File: src/rtl/config_line_lexer_defines.svh
// assertion macros for the config line lexer
`ifndef CONFIG_LINE_LEXER_DEFINES_SVH
`define CONFIG_LINE_LEXER_DEFINES_SVH

// same-cycle implication, disabled during reset
`define CLL_ASSERT_IMPL(lbl, ante, cons, msg) \
	lbl: assert property (@(posedge clk) disable iff (!arst_n) (ante) |-> (cons)) \
		else $error(msg);

// next-cycle implication, disabled during reset
`define CLL_ASSERT_NEXT(lbl, ante, cons, msg) \
	lbl: assert property (@(posedge clk) disable iff (!arst_n) (ante) |=> (cons)) \
		else $error(msg);

`endif

File: src/rtl/cll_pkg.sv
// types and constants for the config line lexer
`default_nettype none
package cll_pkg;

	typedef enum logic [3:0] {
		ST_BAD_KEY = 4'd0,
		ST_BAD_VAL = 4'd1,
		ST_MISS_EQ = 4'd2,
		ST_UNDEF   = 4'd3,
		ST_KEY     = 4'd4,
		ST_START_V = 4'd5,
		ST_ARRAY   = 4'd6,
		ST_ARR_END = 4'd7,
		ST_END_STR = 4'd8,
		ST_SKIP    = 4'd9,
		ST_INT     = 4'd10,
		ST_REAL    = 4'd11,
		ST_STRING  = 4'd12,
		ST_END_V   = 4'd13,
		ST_START   = 4'd14
	} state_t;

	typedef enum logic [2:0] {
		LS_RUNNING   = 3'd0,
		LS_ACCEPTED  = 3'd1,
		LS_BAD_KEY   = 3'd2,
		LS_BAD_VAL   = 3'd3,
		LS_MISS_EQ   = 3'd4,
		LS_UNDEF     = 3'd5
	} status_t;

	typedef enum logic [1:0] {
		VT_UNDEF  = 2'd0,
		VT_INT    = 2'd1,
		VT_REAL   = 2'd2,
		VT_STRING = 2'd3
	} vtype_t;

	localparam logic [7:0] KEY_LEN_RESET = 8'd128;
	localparam logic [7:0] KEY_CNT_MAX   = 8'd255;

	localparam logic [7:0] CH_NUL    = 8'h00;
	localparam logic [7:0] CH_TAB    = 8'h09;
	localparam logic [7:0] CH_LF     = 8'h0a;
	localparam logic [7:0] CH_SPACE  = 8'h20;
	localparam logic [7:0] CH_QUOTE  = 8'h22;
	localparam logic [7:0] CH_HASH   = 8'h23;
	localparam logic [7:0] CH_COMMA  = 8'h2c;
	localparam logic [7:0] CH_DASH   = 8'h2d;
	localparam logic [7:0] CH_DOT    = 8'h2e;
	localparam logic [7:0] CH_EQ     = 8'h3d;
	localparam logic [7:0] CH_LBRACK = 8'h5b;
	localparam logic [7:0] CH_RBRACK = 8'h5d;
	localparam logic [7:0] CH_UNDER  = 8'h5f;

	typedef struct packed {
		state_t      cur;
		state_t      before_skip;
		logic        in_array;
		vtype_t      type_seen;
		logic [7:0]  key_count;
	} ctx_t;

	localparam ctx_t CTX_RESET = '{
		cur:         ST_START,
		before_skip: ST_UNDEF,
		in_array:    1'b0,
		type_seen:   VT_UNDEF,
		key_count:   8'd1
	};

	typedef struct packed {
		state_t      state;
		logic        capture;
		logic        key_char;
		logic        new_element;
		vtype_t      value_type;
		status_t     status;
		logic [7:0]  key_length;
	} res_t;

endpackage
`default_nettype wire

File: src/rtl/cll_step.sv
// one lexer step: next context and result for one character
`default_nettype none
module cll_step
	import cll_pkg::*;
(
	input  ctx_t        ctx,
	input  logic [7:0]  ch,
	input  logic        line_start,
	input  logic [7:0]  max_key_length,
	output ctx_t        ctx_next,
	output res_t        res
);

	function automatic logic is_eol(input logic [7:0] c);
		return (c == CH_NUL) || (c == CH_LF);
	endfunction

	function automatic logic is_digit(input logic [7:0] c);
		return c inside {[8'h30:8'h39]};
	endfunction

	function automatic logic is_key_class(input logic [7:0] c);
		return c inside {[8'h41:8'h5a], [8'h61:8'h7a], CH_DASH, CH_UNDER};
	endfunction

	function automatic state_t after_value(input logic [7:0] c, input logic arr);
		state_t s;
		if (is_eol(c) || (c == CH_HASH && !arr))
			s = ST_END_V;
		else if (c == CH_RBRACK && arr)
			s = ST_ARR_END;
		else if (c == CH_COMMA && arr)
			s = ST_ARRAY;
		else
			s = ST_BAD_VAL;
		return s;
	endfunction

	ctx_t        base;
	state_t      nxt;
	state_t      bs;
	logic        arr;
	logic [7:0]  kc;
	logic [7:0]  kc_inc;
	logic        kfull;
	logic        sp;
	vtype_t      vt;
	logic        cap;
	status_t     st;

	always_comb begin
		base   = line_start ? CTX_RESET : ctx;
		bs     = base.before_skip;
		arr    = base.in_array;
		kc     = base.key_count;
		kc_inc = (base.key_count != KEY_CNT_MAX) ? base.key_count + 8'd1 : base.key_count;
		kfull  = ({1'b0, base.key_count} + 9'd1) > {1'b0, max_key_length};
		sp     = (ch == CH_SPACE);
		nxt    = ST_UNDEF;
		case (base.cur)
			ST_START: begin
				if (sp)
					nxt = ST_START;
				else if (!is_key_class(ch) || kfull)
					nxt = ST_BAD_KEY;
				else begin
					kc  = kc_inc;
					nxt = ST_KEY;
				end
			end
			ST_KEY: begin
				if (sp) begin
					bs  = ST_KEY;
					nxt = ST_SKIP;
				end else if (ch == CH_EQ) begin
					kc  = 8'd0;
					nxt = ST_START_V;
				end else if (is_eol(ch)) begin
					kc  = 8'd0;
					nxt = ST_MISS_EQ;
				end else if (!is_key_class(ch) || kfull)
					nxt = ST_BAD_KEY;
				else begin
					kc  = kc_inc;
					nxt = ST_KEY;
				end
			end
			ST_START_V: begin
				if (sp) begin
					bs  = ST_START_V;
					nxt = ST_SKIP;
				end else if (ch == CH_QUOTE)
					nxt = ST_STRING;
				else if (is_digit(ch))
					nxt = ST_INT;
				else if (is_eol(ch))
					nxt = ST_UNDEF;
				else if (ch == CH_LBRACK) begin
					arr = 1'b1;
					nxt = ST_ARRAY;
				end else
					nxt = ST_BAD_VAL;
			end
			ST_INT, ST_REAL: begin
				if (sp) begin
					bs  = base.cur;
					nxt = ST_SKIP;
				end else if (is_digit(ch))
					nxt = base.cur;
				else if (ch == CH_DOT && base.cur == ST_INT)
					nxt = ST_REAL;
				else
					nxt = after_value(ch, arr);
			end
			ST_STRING: begin
				nxt = (ch == CH_QUOTE) ? ST_END_STR : ST_STRING;
			end
			ST_END_STR: begin
				nxt = sp ? ST_END_STR : after_value(ch, arr);
			end
			ST_ARRAY: begin
				if (sp)
					nxt = ST_ARRAY;
				else if (ch == CH_QUOTE)
					nxt = ST_STRING;
				else if (is_digit(ch))
					nxt = ST_INT;
				else if (is_eol(ch))
					nxt = ST_UNDEF;
				else if (ch == CH_RBRACK)
					nxt = ST_ARR_END;
				else
					nxt = ST_BAD_VAL;
			end
			ST_ARR_END: begin
				if (sp)
					nxt = ST_ARR_END;
				else if (is_eol(ch) || ch == CH_HASH)
					nxt = ST_END_V;
				else
					nxt = ST_BAD_VAL;
			end
			ST_SKIP: begin
				if (sp || ch == CH_TAB)
					nxt = ST_SKIP;
				else if (base.before_skip == ST_KEY)
					nxt = (ch == CH_EQ) ? ST_START_V : ST_BAD_KEY;
				else if (base.before_skip == ST_START_V)
					nxt = ST_START_V;
				else if (base.before_skip == ST_INT || base.before_skip == ST_REAL)
					nxt = after_value(ch, arr);
				else
					nxt = ST_UNDEF;
			end
			ST_BAD_KEY, ST_BAD_VAL, ST_MISS_EQ, ST_END_V: begin
				nxt = base.cur;
			end
			default: begin
				nxt = ST_UNDEF;
			end
		endcase
	end

	always_comb begin
		case (nxt)
			ST_START_V: vt = VT_UNDEF;
			ST_INT:     vt = VT_INT;
			ST_REAL:    vt = VT_REAL;
			ST_STRING:  vt = VT_STRING;
			default:    vt = base.type_seen;
		endcase
		case (nxt)
			ST_END_V:   st = LS_ACCEPTED;
			ST_BAD_KEY: st = LS_BAD_KEY;
			ST_BAD_VAL: st = LS_BAD_VAL;
			ST_MISS_EQ: st = LS_MISS_EQ;
			ST_UNDEF:   st = LS_UNDEF;
			default:    st = LS_RUNNING;
		endcase
		cap = (nxt == ST_INT) || (nxt == ST_REAL) || (nxt == ST_STRING) || (nxt == ST_KEY);
	end

	always_comb begin
		ctx_next.cur         = nxt;
		ctx_next.before_skip = bs;
		ctx_next.in_array    = arr;
		ctx_next.type_seen   = vt;
		ctx_next.key_count   = kc;

		res.state       = nxt;
		res.capture     = cap;
		res.key_char    = cap && (nxt == ST_KEY);
		res.new_element = (nxt == ST_ARRAY) && (base.cur != ST_ARRAY);
		res.value_type  = vt;
		res.status      = st;
		res.key_length  = kc;
	end

endmodule
`default_nettype wire

File: src/rtl/config_line_lexer.sv
// config line lexer top level: input register, lexer step, result register
// a character is held in the input register, then its step result in the result register
// throughput: one character per cycle while out_ready does not stall the output
// reset: parse context returns to start state, key limit to 128, both stages empty
// line_start restarts the parse context ahead of that character's step
`default_nettype none
`include "config_line_lexer_defines.svh"
module config_line_lexer
	import cll_pkg::*;
(
	input  logic        clk,
	input  logic        arst_n,
	input  logic        cfg_wen,
	input  logic [7:0]  cfg_wdata,
	input  logic        in_valid,
	output logic        in_ready,
	input  logic [7:0]  ch,
	input  logic        line_start,
	output logic        out_valid,
	input  logic        out_ready,
	output logic [3:0]  parse_state,
	output logic        capture,
	output logic        key_char,
	output logic        new_element,
	output logic [1:0]  value_type,
	output logic [2:0]  line_status,
	output logic [7:0]  key_length
);

	logic        valid_s1;
	logic [7:0]  ch_s1;
	logic        line_start_s1;
	logic        valid_s2;
	res_t        res_s2;
	ctx_t        ctx_q;
	logic [7:0]  max_key_length_q;
	ctx_t        ctx_next;
	res_t        res_next;
	logic        adv_s1;
	logic        in_beat;

	assign adv_s1   = valid_s1 && (!valid_s2 || out_ready);
	assign in_ready = !valid_s1 || adv_s1;
	assign in_beat  = in_valid && in_ready;

	cll_step u_step (
		.ctx            (ctx_q),
		.ch             (ch_s1),
		.line_start     (line_start_s1),
		.max_key_length (max_key_length_q),
		.ctx_next       (ctx_next),
		.res            (res_next)
	);

	always_ff @(posedge clk or negedge arst_n) begin
		if (!arst_n) begin
			valid_s1         <= 1'b0;
			valid_s2         <= 1'b0;
			ctx_q            <= CTX_RESET;
			max_key_length_q <= KEY_LEN_RESET;
		end else begin
			if (in_ready)
				valid_s1 <= in_valid;
			if (!valid_s2 || out_ready)
				valid_s2 <= valid_s1;
			if (adv_s1)
				ctx_q <= ctx_next;
			if (cfg_wen)
				max_key_length_q <= cfg_wdata;
		end
	end

	always_ff @(posedge clk) begin
		if (in_beat) begin
			ch_s1         <= ch;
			line_start_s1 <= line_start;
		end
		if (adv_s1)
			res_s2 <= res_next;
	end

	assign out_valid   = valid_s2;
	assign parse_state = res_s2.state;
	assign capture     = res_s2.capture;
	assign key_char    = res_s2.key_char;
	assign new_element = res_s2.new_element;
	assign value_type  = res_s2.value_type;
	assign line_status = res_s2.status;
	assign key_length  = res_s2.key_length;

	// error and end states hold until a line start
	`CLL_ASSERT_NEXT(a_sticky, adv_s1 && !line_start_s1 && (ctx_q.cur == ST_BAD_KEY || ctx_q.cur == ST_BAD_VAL || ctx_q.cur == ST_END_V), ctx_q.cur == $past(ctx_q.cur), "error or end state left without line start")
	// context tracks the last delivered beat
	`CLL_ASSERT_NEXT(a_ctx_res, adv_s1, ctx_q.cur == res_s2.state && ctx_q.key_count == res_s2.key_length, "context and result out of step")
	`CLL_ASSERT_IMPL(a_new_elem, out_valid && new_element, parse_state == ST_ARRAY, "new element outside array state")
	`CLL_ASSERT_IMPL(a_stall, !in_ready, valid_s1 && valid_s2 && !out_ready, "input stalled with room free")

endmodule
`default_nettype wire
File: config.mk
export PLATFORM = sky130hd
export DESIGN_NAME = config_line_lexer
export DESIGN_NICKNAME = d
export VERILOG_FILES = /design/src/rtl/cll_pkg.sv /design/src/rtl/cll_step.sv /design/src/rtl/config_line_lexer.sv
export VERILOG_INCLUDE_DIRS = /design/src /design/src/rtl
export SDC_FILE = /design/constraint.sdc
export NUM_CORES = 1
export LEC_CHECK = 0
export BUFFER_PORTS_ARGS = -buffer_cell sky130_fd_sc_hd__buf_2
export CAP_MARGIN = 15
export CORE_UTILIZATION = 45
export DETAILED_ROUTE_END_ITERATION = 10
export HOLD_SLACK_MARGIN = 0.08
export PLACE_DENSITY = 0.75
export SETUP_SLACK_MARGIN = 0.1
export SLEW_MARGIN = 20
export SYNTH_ARGS = -nofsm -noshare
export SYNTH_HDL_FRONTEND = slang
export SYNTH_HIERARCHICAL = 1
export SYNTH_SLANG_ARGS = --single-unit
File: constraint.sdc
create_clock -name clk -period 4.28 [get_ports clk]
set_input_delay 0.642 -clock clk [delete_from_list [all_inputs] [get_ports clk]]
set_output_delay 0.642 -clock clk [all_outputs]
set_load 0.02 [all_outputs]
==> results of run 1 <==
[layout by cell type (no fill, tap or decap), types with 4 or more instances in the layout]
| cell type | Yosys | layout |
|---|---|---|
| buf_2 | 1 | 43 |
| nor2_1 | 31 | 30 |
| edfxtp_1 | 29 | 29 |
| nand2_1 | 28 | 28 |
| dfrtp_1 | 22 | 22 |
| a21oi_1 | 20 | 20 |
| mux2_4 | 19 | 19 |
| o21ai_0 | 17 | 16 |
| inv_1 | 13 | 13 |
| nand3_1 | 12 | 12 |
| nand2b_1 | 11 | 11 |
| clkbuf_8 | 0 | 9 |
| ha_1 | 9 | 9 |
| mux2_2 | 8 | 8 |
| dfstp_2 | 7 | 7 |
| nor3_1 | 8 | 7 |
| xor2_1 | 6 | 6 |
| nor2b_1 | 6 | 6 |
| and2_1 | 5 | 5 |
| buf_4 | 16 | 5 |
| nand4_1 | 4 | 4 |
| a31oi_1 | 4 | 4 |
[metrics by stage]
stage	total power (W)	util	hold slack [ns]	area [µm²]	cells
6_report	0.00130	0.517	0.328	4310	519
5_1_grt	0.00136	0.517	0.374	4310	519
4_1_cts	0.00131	0.513	0.358	4280	518
3_5_place_dp	0.000869	0.493	0.485	4110	502
3_3_place_gp	0.000862	0.493	0.495	4110	502
2_1_floorplan	0.000815	-	0.346	3950	384
[worst max-delay path, cell delays in order, from the launching register on]
cell     delay (ns)
dfstp_2        0.55
or2_2          0.16
ha_1           0.24
nand3_1        0.22
or3_1          0.39
a21oi_1        0.20
ha_1           0.28
nand3_1        0.09
nor2_1         0.04
a32o_1         0.22
o21ai_2        0.25
nor2_2         0.09
nor3_2         0.28
nor4_2         0.09
buf_4          0.16
nor4b_2        0.36
mux2_4         0.21
[final timing paths]
kind,from,to,slack [ns],depth (start not counted)
worst min-delay path,arst_n,ctx_q[9]$_DFFE_PN0P_,0.33,1
max in group asynchronous,arst_n,ctx_q[7]$_DFFE_PN0P_,3.50,1
min in group clk,ch[7],ch_s1[7]$_DFFE_PP_,0.48,1
worst max register to register,ctx_q[0]$_DFFE_PN1P_,ctx_q[8]$_DFFE_PN0P_,0.38,16
worst min register to register,ctx_q[8]$_DFFE_PN0P_,ctx_q[8]$_DFFE_PN0P_,0.51,1
worst max-delay path,ctx_q[0]$_DFFE_PN1P_,ctx_q[8]$_DFFE_PN0P_,0.38,16
[power by group through the flow]
stage / combinational, W / sequential (W) / clock [W]
6_report: 0.000198 / 0.000666 / 0.000438
3_5_place_dp: 0.000194 / 0.000675 / 0
2_1_floorplan: 0.000137 / 0.000678 / 0
4_1_cts: 0.000196 / 0.000665 / 0.000447
3_3_place_gp: 0.000189 / 0.000674 / 0
5_1_grt: 0.000218 / 0.000670 / 0.000477
[repair_timing]
item,4_1_cts,5_1_grt
setup endpoints to repair,2,4
pin swaps,0,1
buffers inserted,0,1
gates cloned,0,0
resized for setup,1,6
[synth_stat cells, drive strengths merged, types with 4 or more instances]
master / count / area [µm²]
and2: 5 / 31.3
dfrtp: 22 / 551
nor4b: 4 / 65.1
o21ai: 19 / 95.1
nand2b: 11 / 68.8
a211oi: 4 / 35.0
a21oi: 22 / 118
nand2: 31 / 124
edfxtp: 29 / 871
ha: 9 / 113
nor2b: 6 / 37.5
a31oi: 4 / 25.0
clkbuf: 11 / 41.3
o2111ai: 4 / 41.3
buf: 23 / 178
nand3: 12 / 60.1
nor2: 31 / 116
dfstp: 7 / 184
nor3: 9 / 50.1
mux2: 27 / 375
inv: 14 / 52.6
nand4: 4 / 25.0
xor2: 6 / 52.6
[cells by family after synthesis]
logic type / share of synthesized area
and+or+nand+nor: 0.214
buffers and inverters: 0.0687
xor gates and xnor gates: 0.0177
AOI/OAI and AO/OA: 0.167
adders and majority gates: 0.0285
muxes: 0.0975
DFF: 0.406
[registers in the layout, summed over array words and instances, names as in the netlist]
| signal | count |
|---|---|
| capture | 1 |
| ch_s1 | 8 |
| ctx_q | 19 |
| key_char | 1 |
| key_length | 8 |
| line_start_s1 | 1 |
| line_status | 3 |
| max_key_length_q | 8 |
| new_element | 1 |
| out_valid | 1 |
| parse_state | 4 |
| valid_s1 | 1 |
| value_type | 2 |
[layer usage]
| layer | up-vias | track usage | share of wire |
|---|---|---|---|
| met5 | - | 0 | 0 |
| met4 | 0 | 0.0958 | 0.023 |
| met3 | 13 | 0.0395 | 0.061 |
| met2 | 140 | 0.330 | 0.46 |
| met1 | 1496 | 0.284 | 0.45 |
| li1 | 1467 | - | - |
[cell type report]
class,count,share of cell area
Clock inverter,7,0.0105
Sequential cell,58,0.373
Timing Repair Buffer,48,0.0587
Inverter,14,0.0122
Tap cell,105,0.0305
Multi-Input combinational cell,278,0.487
Clock buffer,9,0.0288
==> metrics.csv, run 1 <==
metric,value,unit
status,completed,
track_usage,0.211,
clkSinkCount,58,
peakVddDrop,0.213,mV
die_h,95.7,µm
pin_count,44,
tritoncts,done,
fillers,773,
crit_fanout,6,
core.rowCount,33,
grt_pass1_wl,14.5,mm
timing.final.crit_share,0.910,
p_int,0.000919,W
hold_viol,0,
yosys_warnings,6,
clockBufferDepth,2,
p_switching,0.000383,W
max-slew-margin-rel,0.418,
start_util,0.474,
power_frac_seq,0.511,
fp.coreArea,8340,µm²
die-width,95.7,µm
dp_hpwl,6.27,mm
avgSynthCellArea,10.3,µm²
drv_slew,0,
insertion_delay,0.34,ns
pre_cts_ws,0.0289,ns
dr.pass1.iters,5,
crit_path_end_kind,flip-flop,
cts_hold_buf,0,
grt_pass1_vias,2949,
hold_path_class,in -> async,
setup_ws,0.384,ns
drive_above_1_share,0.304,
antenna_found_initial,0,
tightest_slew,0.872,ns
drt_iter0_drc,333,
wirelength,8.97,mm
multi_input_area,2100,µm²
syn_area,3950,µm²
gp_congestion,0.883,
portBuffers,43,
critical_path_arrival,4.18,ns
power.density,302,nW/µm²
root_buffer,clkbuf_8,
ys_seq_elements,58,
clock_skew,0.00713,ns
wire_per_inst,17.3,µm
grt_max_degree,30,
cts_buffers,9,
diodes,0,
drt-vias-per-instance,6.00,
worstSetupStartpointType,flip-flop,
clk_pin_slew,0.07,ns
die-area,9160,µm²
nets,440,
clock_power_share,0.337,
synth_nets,415,
fmax,257,MHz
overflow,0,
ys_async_sr_fraction,0.500,
drc,0,
dominantRegCellSynth,edfxtp_1,
htree_levels,3,
cp.required,4.56,ns
combinationalPowerShare,0.152,
p_leak,1.72,nW
rsz0062_at_grt,no,
path_class,reg -> reg,
setup_tns,0,ns
layout_min_cycle_time,3.90,ns
cap_violations,0,
ff_latch_area,1610,µm²
synth_edf_count,29,
yosysSeqAreaShare,0.406,
yosys.cell_types.count,85,
vias,3116,
syn-instance-count,384,
setup_viol,0,
ant_nets,0,
switching_share,0.294,
areaGrowthSynthToFinish,8.99,%
(Power assumes the default switching activity.)
==> run 2, diff against run 1 <==
--- a/config.mk
+++ b/config.mk
@@ -6,15 +6,16 @@
 export SDC_FILE = /design/constraint.sdc
 export NUM_CORES = 1
 export LEC_CHECK = 0
+export ABC_AREA = 1
 export BUFFER_PORTS_ARGS = -buffer_cell sky130_fd_sc_hd__buf_2
 export CAP_MARGIN = 15
 export CORE_UTILIZATION = 45
 export DETAILED_ROUTE_END_ITERATION = 10
 export HOLD_SLACK_MARGIN = 0.08
-export PLACE_DENSITY = 0.75
+export PLACE_DENSITY = 0.76
 export SETUP_SLACK_MARGIN = 0.1
 export SLEW_MARGIN = 20
 export SYNTH_ARGS = -nofsm -noshare
 export SYNTH_HDL_FRONTEND = slang
-export SYNTH_HIERARCHICAL = 1
 export SYNTH_SLANG_ARGS = --single-unit
+export TNS_END_PERCENT = 5
==> metrics.csv, run 2 <==
metric,value,unit,change
status,completed,,
cts_hold_buf,0,,unchanged
grt_pass1_wl,14.7,mm,+1.0%
worstReg2RegStart,line_start_s1$_DFFE_PP_,,
synth_nets,526,,+27%
design_area,4230,µm²,-1.9%
synth_common_cells,"nand2_1 (154), inv_1 (61), nor2_1 (53)",,
multi_input_area,1790,µm²,-15%
hold_viol,0,,unchanged
clockBufferDepth,2,,unchanged
diodes,0,,unchanged
fmax,267,MHz,+4.1%
path_cells,inv_2 -> nand2_1 -> inv_1 -> ha_1 -> nand3_1 -> nor2_1 -> nand2_1 -> xor2_1 -> ha_1 -> a21o_1 -> a21oi_1 -> nand2_1 -> nand2_1 -> nand2_1 -> inv_1 -> nand2_2 -> inv_1 -> nand2_1 -> a21boi_1 -> nand2_1 -> nand2_1,,
setup_ws,0.538,ns,+0.154 ns
clkSinkCount,58,,unchanged
rr_worst_depth,21,,+5
largest_reg_flops,19,,unchanged
critPathMaxStageDelay,0.61,ns,+0.06 ns
ant_nets,0,,unchanged
yosys_warnings,0,,-6
setup_tns,0,ns,unchanged
overflow,0,,unchanged
hold_path_class,in -> async,,
tritoncts,done,,
dp_hpwl,6.66,mm,+6.3%
ys_async_sr_fraction,0.500,,unchanged
antenna_found_initial,0,,unchanged
tightest_slew,0.644,ns,-0.228 ns
ys_seq_elements,58,,unchanged
wire_per_inst,13.4,µm,-22%
cp.required,4.57,ns,about the same
drt-vias-per-instance,5.13,,-15%
drt_iter0_drc,242,,-27%
die-width,92.7,µm,-3.2%
fillers,777,,+0.52%
postPlaceCellArea,4020,µm²,-2.1%
post_cts_buffers,0,,unchanged
yosysMostFrequentCell,nand2_1,,
clk_pin_slew,0.08,ns,about the same
power.density,461,nW/µm²,+53%
die-area,8590,µm²,-6.2%
r2r_end,ctx_q[0]$_DFFE_PN1P_,,
die_h,92.7,µm,-3.2%
worstSetupStartpointType,flip-flop,,
cap_violations,0,,unchanged
fin_hold_ws,0.315,ns,-0.0126 ns
synth_area_leaders,"edfxtp_1 (24%), nand2_1 (16%), dfrtp_1 (15%), inv_1 (6.2%), nor2_1 (5.4%)",,
grt_max_degree,30,,unchanged
crit_path_end_kind,flip-flop,,
critical_path_arrival,4.03,ns,-0.15 ns
nets,576,,+31%
start_util,0.472,,-0.00228
dr.pass1.iters,7,,+2
drv_slew,0,,unchanged
cp_slowest_cell,edfxtp_1,,
crit_fanout,15,,+9
fp.coreArea,7850,µm²,-5.9%
ff_latch_area,1610,µm²,unchanged
max-slew-margin-rel,0.571,,+0.153
dominantRegCellSynth,edfxtp_1,,
wirelength,8.75,mm,-2.5%
layout_common_cells,"nand2_1 (154), inv_1 (61), nor2_1 (53)",,
track_usage,0.220,,+0.00924
cts_resized,0,,-1
areaGrowthSynthToFinish,14.2,%,
avgSynthCellArea,7.48,µm²,-27%
grt_pass1_vias,3175,,+7.7%
yosysSeqAreaShare,0.434,,+0.0276
drc,0,,unchanged
peakVddDrop,0.175,mV,-18%
core.rowCount,32,,-3.0%
drive_above_1_share,0.209,,-0.0953
placed_cells,636,,+27%
cts_buffers,9,,unchanged
layout_min_cycle_time,3.74,ns,-0.154 ns
p_leak,2.11,nW,+23%
clock_skew,0.00966,ns,+0.00253 ns
gp_congestion,0.945,,+7.0%
finalNonFillerCells,652,,+26%
layout_commonest_cell,nand2_1,,
yosys.cell_types.count,41,,-52%
r2r_slack,0.54,ns,+0.15 ns
setup_viol,0,,unchanged
path_class,reg -> reg,,
cp_common_cell,nand2_1,,
root_buffer,clkbuf_8,,
rsz0062_at_grt,no,,
vias,3345,,+7.3%
syn_area,3700,µm²,-6.4%
largest_register,ctx_q,,
insertion_delay,0.34,ns,about the same
portBuffers,43,,unchanged
synth_top_area_share,0.235,,+0.0150
timing.final.crit_share,0.874,,-0.0361
syn-instance-count,495,,+29%
pin_count,44,,unchanged
htree_levels,3,,unchanged
synth_edf_count,29,,unchanged
pre_cts_ws,0.573,ns,+0.544 ns
synth_top_cell_by_area,edfxtp_1,,
-- run 2: area by class of cell --
class | instances | area share
multi-input cells | 359 | 0.424
flip-flops and latches | 58 | 0.380
clock inverters | 7 | 0.0184
well taps | 102 | 0.0302
repair buffers | 45 | 0.0545
inverters | 72 | 0.0640
clock buffers | 9 | 0.0293
-- run 2: worst max-delay path, delay by kind of cell, from the launching register on --
family,cells,cell delay [ns]
AO/OA/AOI/OAI,3,0.55
XOR/XNOR,1,0.22
adder cells (fa/ha/maj),2,0.46
buffers and inverters,4,0.68
flip-flops,1,0.61
AND/OR/NAND/NOR,11,1.17
-- run 2: kinds of logic (layout without fill, tap and decap cells) --
group	after synthesis	in the layout	share of synthesized area
buf+inv	78	133	0.0825
xor+xnor	4	4	0.00947
simple gates	285	285	0.348
compound gates	59	59	0.0899
fa+ha+maj	9	9	0.0304
flops	58	58	0.434
mux	2	2	0.00608
-- run 2: metrics by stage --
stage,util,total power [W]
2_1_floorplan,-,0.00126
3_3_place_gp,0.513,0.00142
3_5_place_dp,0.513,0.00143
4_1_cts,0.538,0.00196
5_1_grt,0.538,0.00208
6_report,0.538,0.00195
-- run 2: how the worst max path moves through the flow --
stage	slack [ns]	from	cells past startpoint	end
2_1_floorplan	1.23	line_start_s1$_DFFE_PP_	21	capture$_DFFE_PP_
3_3_place_gp	0.84	line_start_s1$_DFFE_PP_	19	value_type[0]$_DFFE_PP_
3_5_place_dp	0.57	line_start_s1$_DFFE_PP_	21	ctx_q[0]$_DFFE_PN1P_
4_1_cts	0.54	line_start_s1$_DFFE_PP_	21	ctx_q[0]$_DFFE_PN1P_
5_1_grt	0.17	line_start_s1$_DFFE_PP_	21	ctx_q[0]$_DFFE_PN1P_
6_report	0.54	line_start_s1$_DFFE_PP_	21	ctx_q[0]$_DFFE_PN1P_
-- run 2: power by group --
| part | switching [W] | internal (W) |
|---|---|---|
| clock | 0.000247 | 0.000272 |
| combinational | 0.000437 | 0.000195 |
| sequential | 0.0000711 | 0.000727 |
| total | 0.000755 | 0.00119 |
-- run 2: routing by layer --
layer / up-vias / global-route usage / part of all wire
li1: 1688 / - / -
met1: 1553 / 0.288 / 0.47
met2: 90 / 0.352 / 0.47
met3: 14 / 0.0550 / 0.047
met4: 0 / 0.0795 / 0.018
met5: - / 0 / 0
==> run 3, diff against run 2 <==
--- a/config.mk
+++ b/config.mk
@@ -9,10 +9,12 @@
 export ABC_AREA = 1
 export BUFFER_PORTS_ARGS = -buffer_cell sky130_fd_sc_hd__buf_2
 export CAP_MARGIN = 15
+export CORE_ASPECT_RATIO = 1.1
 export CORE_UTILIZATION = 45
 export DETAILED_ROUTE_END_ITERATION = 10
 export HOLD_SLACK_MARGIN = 0.08
 export PLACE_DENSITY = 0.76
+export RECOVER_POWER = 50
 export SETUP_SLACK_MARGIN = 0.1
 export SLEW_MARGIN = 20
 export SYNTH_ARGS = -nofsm -noshare
==> metrics.csv, run 3 (synthesis results as in run 2) <==
metric,value,unit,change
status,"finished, violations left",,
violations,"max-capacitance violations, max-slew violations",,
cap_violations,1,,+1
setup_tns,0,ns,unchanged
worstSetupStartpointType,flip-flop,,
pin_count,44,,unchanged
timing.final.crit_share,0.857,,-0.0176
clkSinkCount,58,,unchanged
rsz0062_at_grt,no,,
clock_skew,0.00942,ns,-0.000246 ns
tightest_slew,1.58,ns,+0.933 ns
die_h,97.1,µm,+4.8%
areaGrowthSynthToFinish,14.9,%,
cts_hold_buf,0,,unchanged
dr.pass1.iters,4,,-3
fp.coreArea,7960,µm²,+1.4%
die-width,88.5,µm,-4.6%
wirelength,8.21,mm,-6.1%
power_frac_seq,0.391,,-0.018
die-area,8590,µm²,about the same
power.density,478,nW/µm²,+3.6%
fin_util,0.534,,-0.00398
grt_max_degree,30,,unchanged
hold_viol,0,,unchanged
portBuffers,43,,unchanged
largest_register,ctx_q,,
layout_min_cycle_time,3.67,ns,-0.0753 ns
total_power,0.00203,W,+4.2%
root_buffer,clkbuf_8,,
critical_path_arrival,3.76,ns,-0.27 ns
crit_fanout,15,,unchanged
drt-vias-per-instance,5.00,,-2.5%
track_usage,0.208,,-0.0121
cts_buffers,9,,unchanged
nets,576,,unchanged
vias,3290,,-1.6%
drv_slew,30,,+30
combinationalPowerShare,0.306,,-0.018
max-slew-margin-rel,-0.0514,,-0.622
htree_levels,3,,unchanged
overflow,0,,unchanged
insertion_delay,0.34,ns,about the same
switching_share,0.360,,-0.0271
crit_path_end_kind,flip-flop,,
core.rowCount,34,,+6.3%
peakVddDrop,0.198,mV,+13%
gp_congestion,0.957,,+1.3%
r2r_end,capture$_DFFE_PP_,,
largest_reg_flops,19,,unchanged
tritoncts,done,,
diodes,0,,unchanged
drc,0,,unchanged
p_leak,2.09,nW,-0.96%
start_util,0.465,,-0.00638
dp_hpwl,6.25,mm,-6.2%
drive_above_1_share,0.180,,-0.0291
fillers,771,,-0.77%
worstReg2RegStart,line_start_s1$_DFFE_PP_,,
clockBufferDepth,2,,unchanged
grt_pass1_wl,13.7,mm,-6.7%
antenna_found_initial,0,,unchanged
p_int,0.00130,W,+8.8%
r2r_slack,0.61,ns,+0.08 ns
whs_path_depth,2,,
layout_commonest_cell,nand2_1,,
layout_common_cells,"nand2_1 (154), inv_1 (61), nor2_1 (53)",,
ant_nets,0,,unchanged
cts_resized,0,,unchanged
wire_per_inst,12.5,µm,-6.9%
hold_path_class,reg -> reg,,
drt_iter0_drc,198,,-18%
cp.required,4.37,ns,-0.20 ns
holdPathEnd,ctx_q[11]$_DFFE_PN1P_,,
clock_power_share,0.303,,+0.037
grt_pass1_vias,3023,,-4.8%
fmax,273,MHz,+2.1%
post_cts_buffers,0,,unchanged
path_class,reg -> reg,,
p_switching,0.000732,W,-3.1%
clk_pin_slew,0.07,ns,about the same
setup_viol,0,,unchanged
rr_worst_depth,21,,unchanged
min_from,ctx_q[11]$_DFFE_PN1P_,,
run 3: worst max-delay path by stage:
stage / startpoint / endpoint / slack [ns] / cells past startpoint
2_1_floorplan: line_start_s1$_DFFE_PP_ / capture$_DFFE_PP_ / 1.23 / 21
3_3_place_gp: line_start_s1$_DFFE_PP_ / capture$_DFFE_PP_ / 0.84 / 21
3_5_place_dp: line_start_s1$_DFFE_PP_ / value_type[0]$_DFFE_PP_ / 0.67 / 19
4_1_cts: line_start_s1$_DFFE_PP_ / capture$_DFFE_PP_ / 0.66 / 21
5_1_grt: line_start_s1$_DFFE_PP_ / ctx_q[9]$_DFFE_PN0P_ / 0.28 / 22
6_report: line_start_s1$_DFFE_PP_ / capture$_DFFE_PP_ / 0.61 / 21
run 3: final cells by class:
class                      count  area, µm²  area share
timing repair buffer          45        209      0.0491
clock inverter                 7        118      0.0277
multi-input combinational    359       1790       0.421
tap                          108        135      0.0318
clock buffer                   9        124      0.0291
inverter                      72        270      0.0636
sequential                    58       1610       0.378
run 3: power by group through the flow:
stage / combinational (W) / sequential, W / clock, W
2_1_floorplan: 0.000411 / 0.000851 / 0
3_3_place_gp: 0.000611 / 0.000803 / 0
3_5_place_dp: 0.000623 / 0.000801 / 0
4_1_cts: 0.000628 / 0.000793 / 0.000623
5_1_grt: 0.000702 / 0.000811 / 0.000647
6_report: 0.000621 / 0.000795 / 0.000617
run 3: per-layer routing:
layer  part of all wire  global-route usage  vias up
met5                  0                   0        -
met2               0.45               0.317      112
li1                   -                   -     1694
met1               0.45               0.276     1458
met4              0.036               0.117        0
met3              0.061              0.0365       26
run 3: through the flow:
| step | cells | setup WS (ns) | cell area (µm²) | hold slack (ns) |
|---|---|---|---|---|
| CTS | 658 | 0.663 | 4270 | 0.335 |
| global route | 658 | 0.279 | 4250 | 0.463 |
| finish | 658 | 0.613 | 4250 | 0.469 |
| floorplan | 495 | 1.23 | 3700 | 0.346 |
| global placement | 642 | 0.838 | 4030 | 0.457 |
| detailed placement | 642 | 0.673 | 4030 | 0.464 |
run 3: worst max-delay path, cell delays in order, from the launching register on:
cell	delay, ns
edfxtp_1	0.64
inv_2	0.31
nand2_1	0.14
inv_1	0.08
ha_1	0.18
nand3_1	0.08
nor2_1	0.19
nand2_1	0.12
xor2_1	0.23
ha_1	0.29
a21o_1	0.16
a21oi_1	0.11
nand2_1	0.06
nand2_1	0.09
nand2_1	0.09
nand2_1	0.07
nand2_1	0.06
nand2_2	0.09
nor2_4	0.06
nand3_1	0.10
o21a_1	0.17
nand3_1	0.07
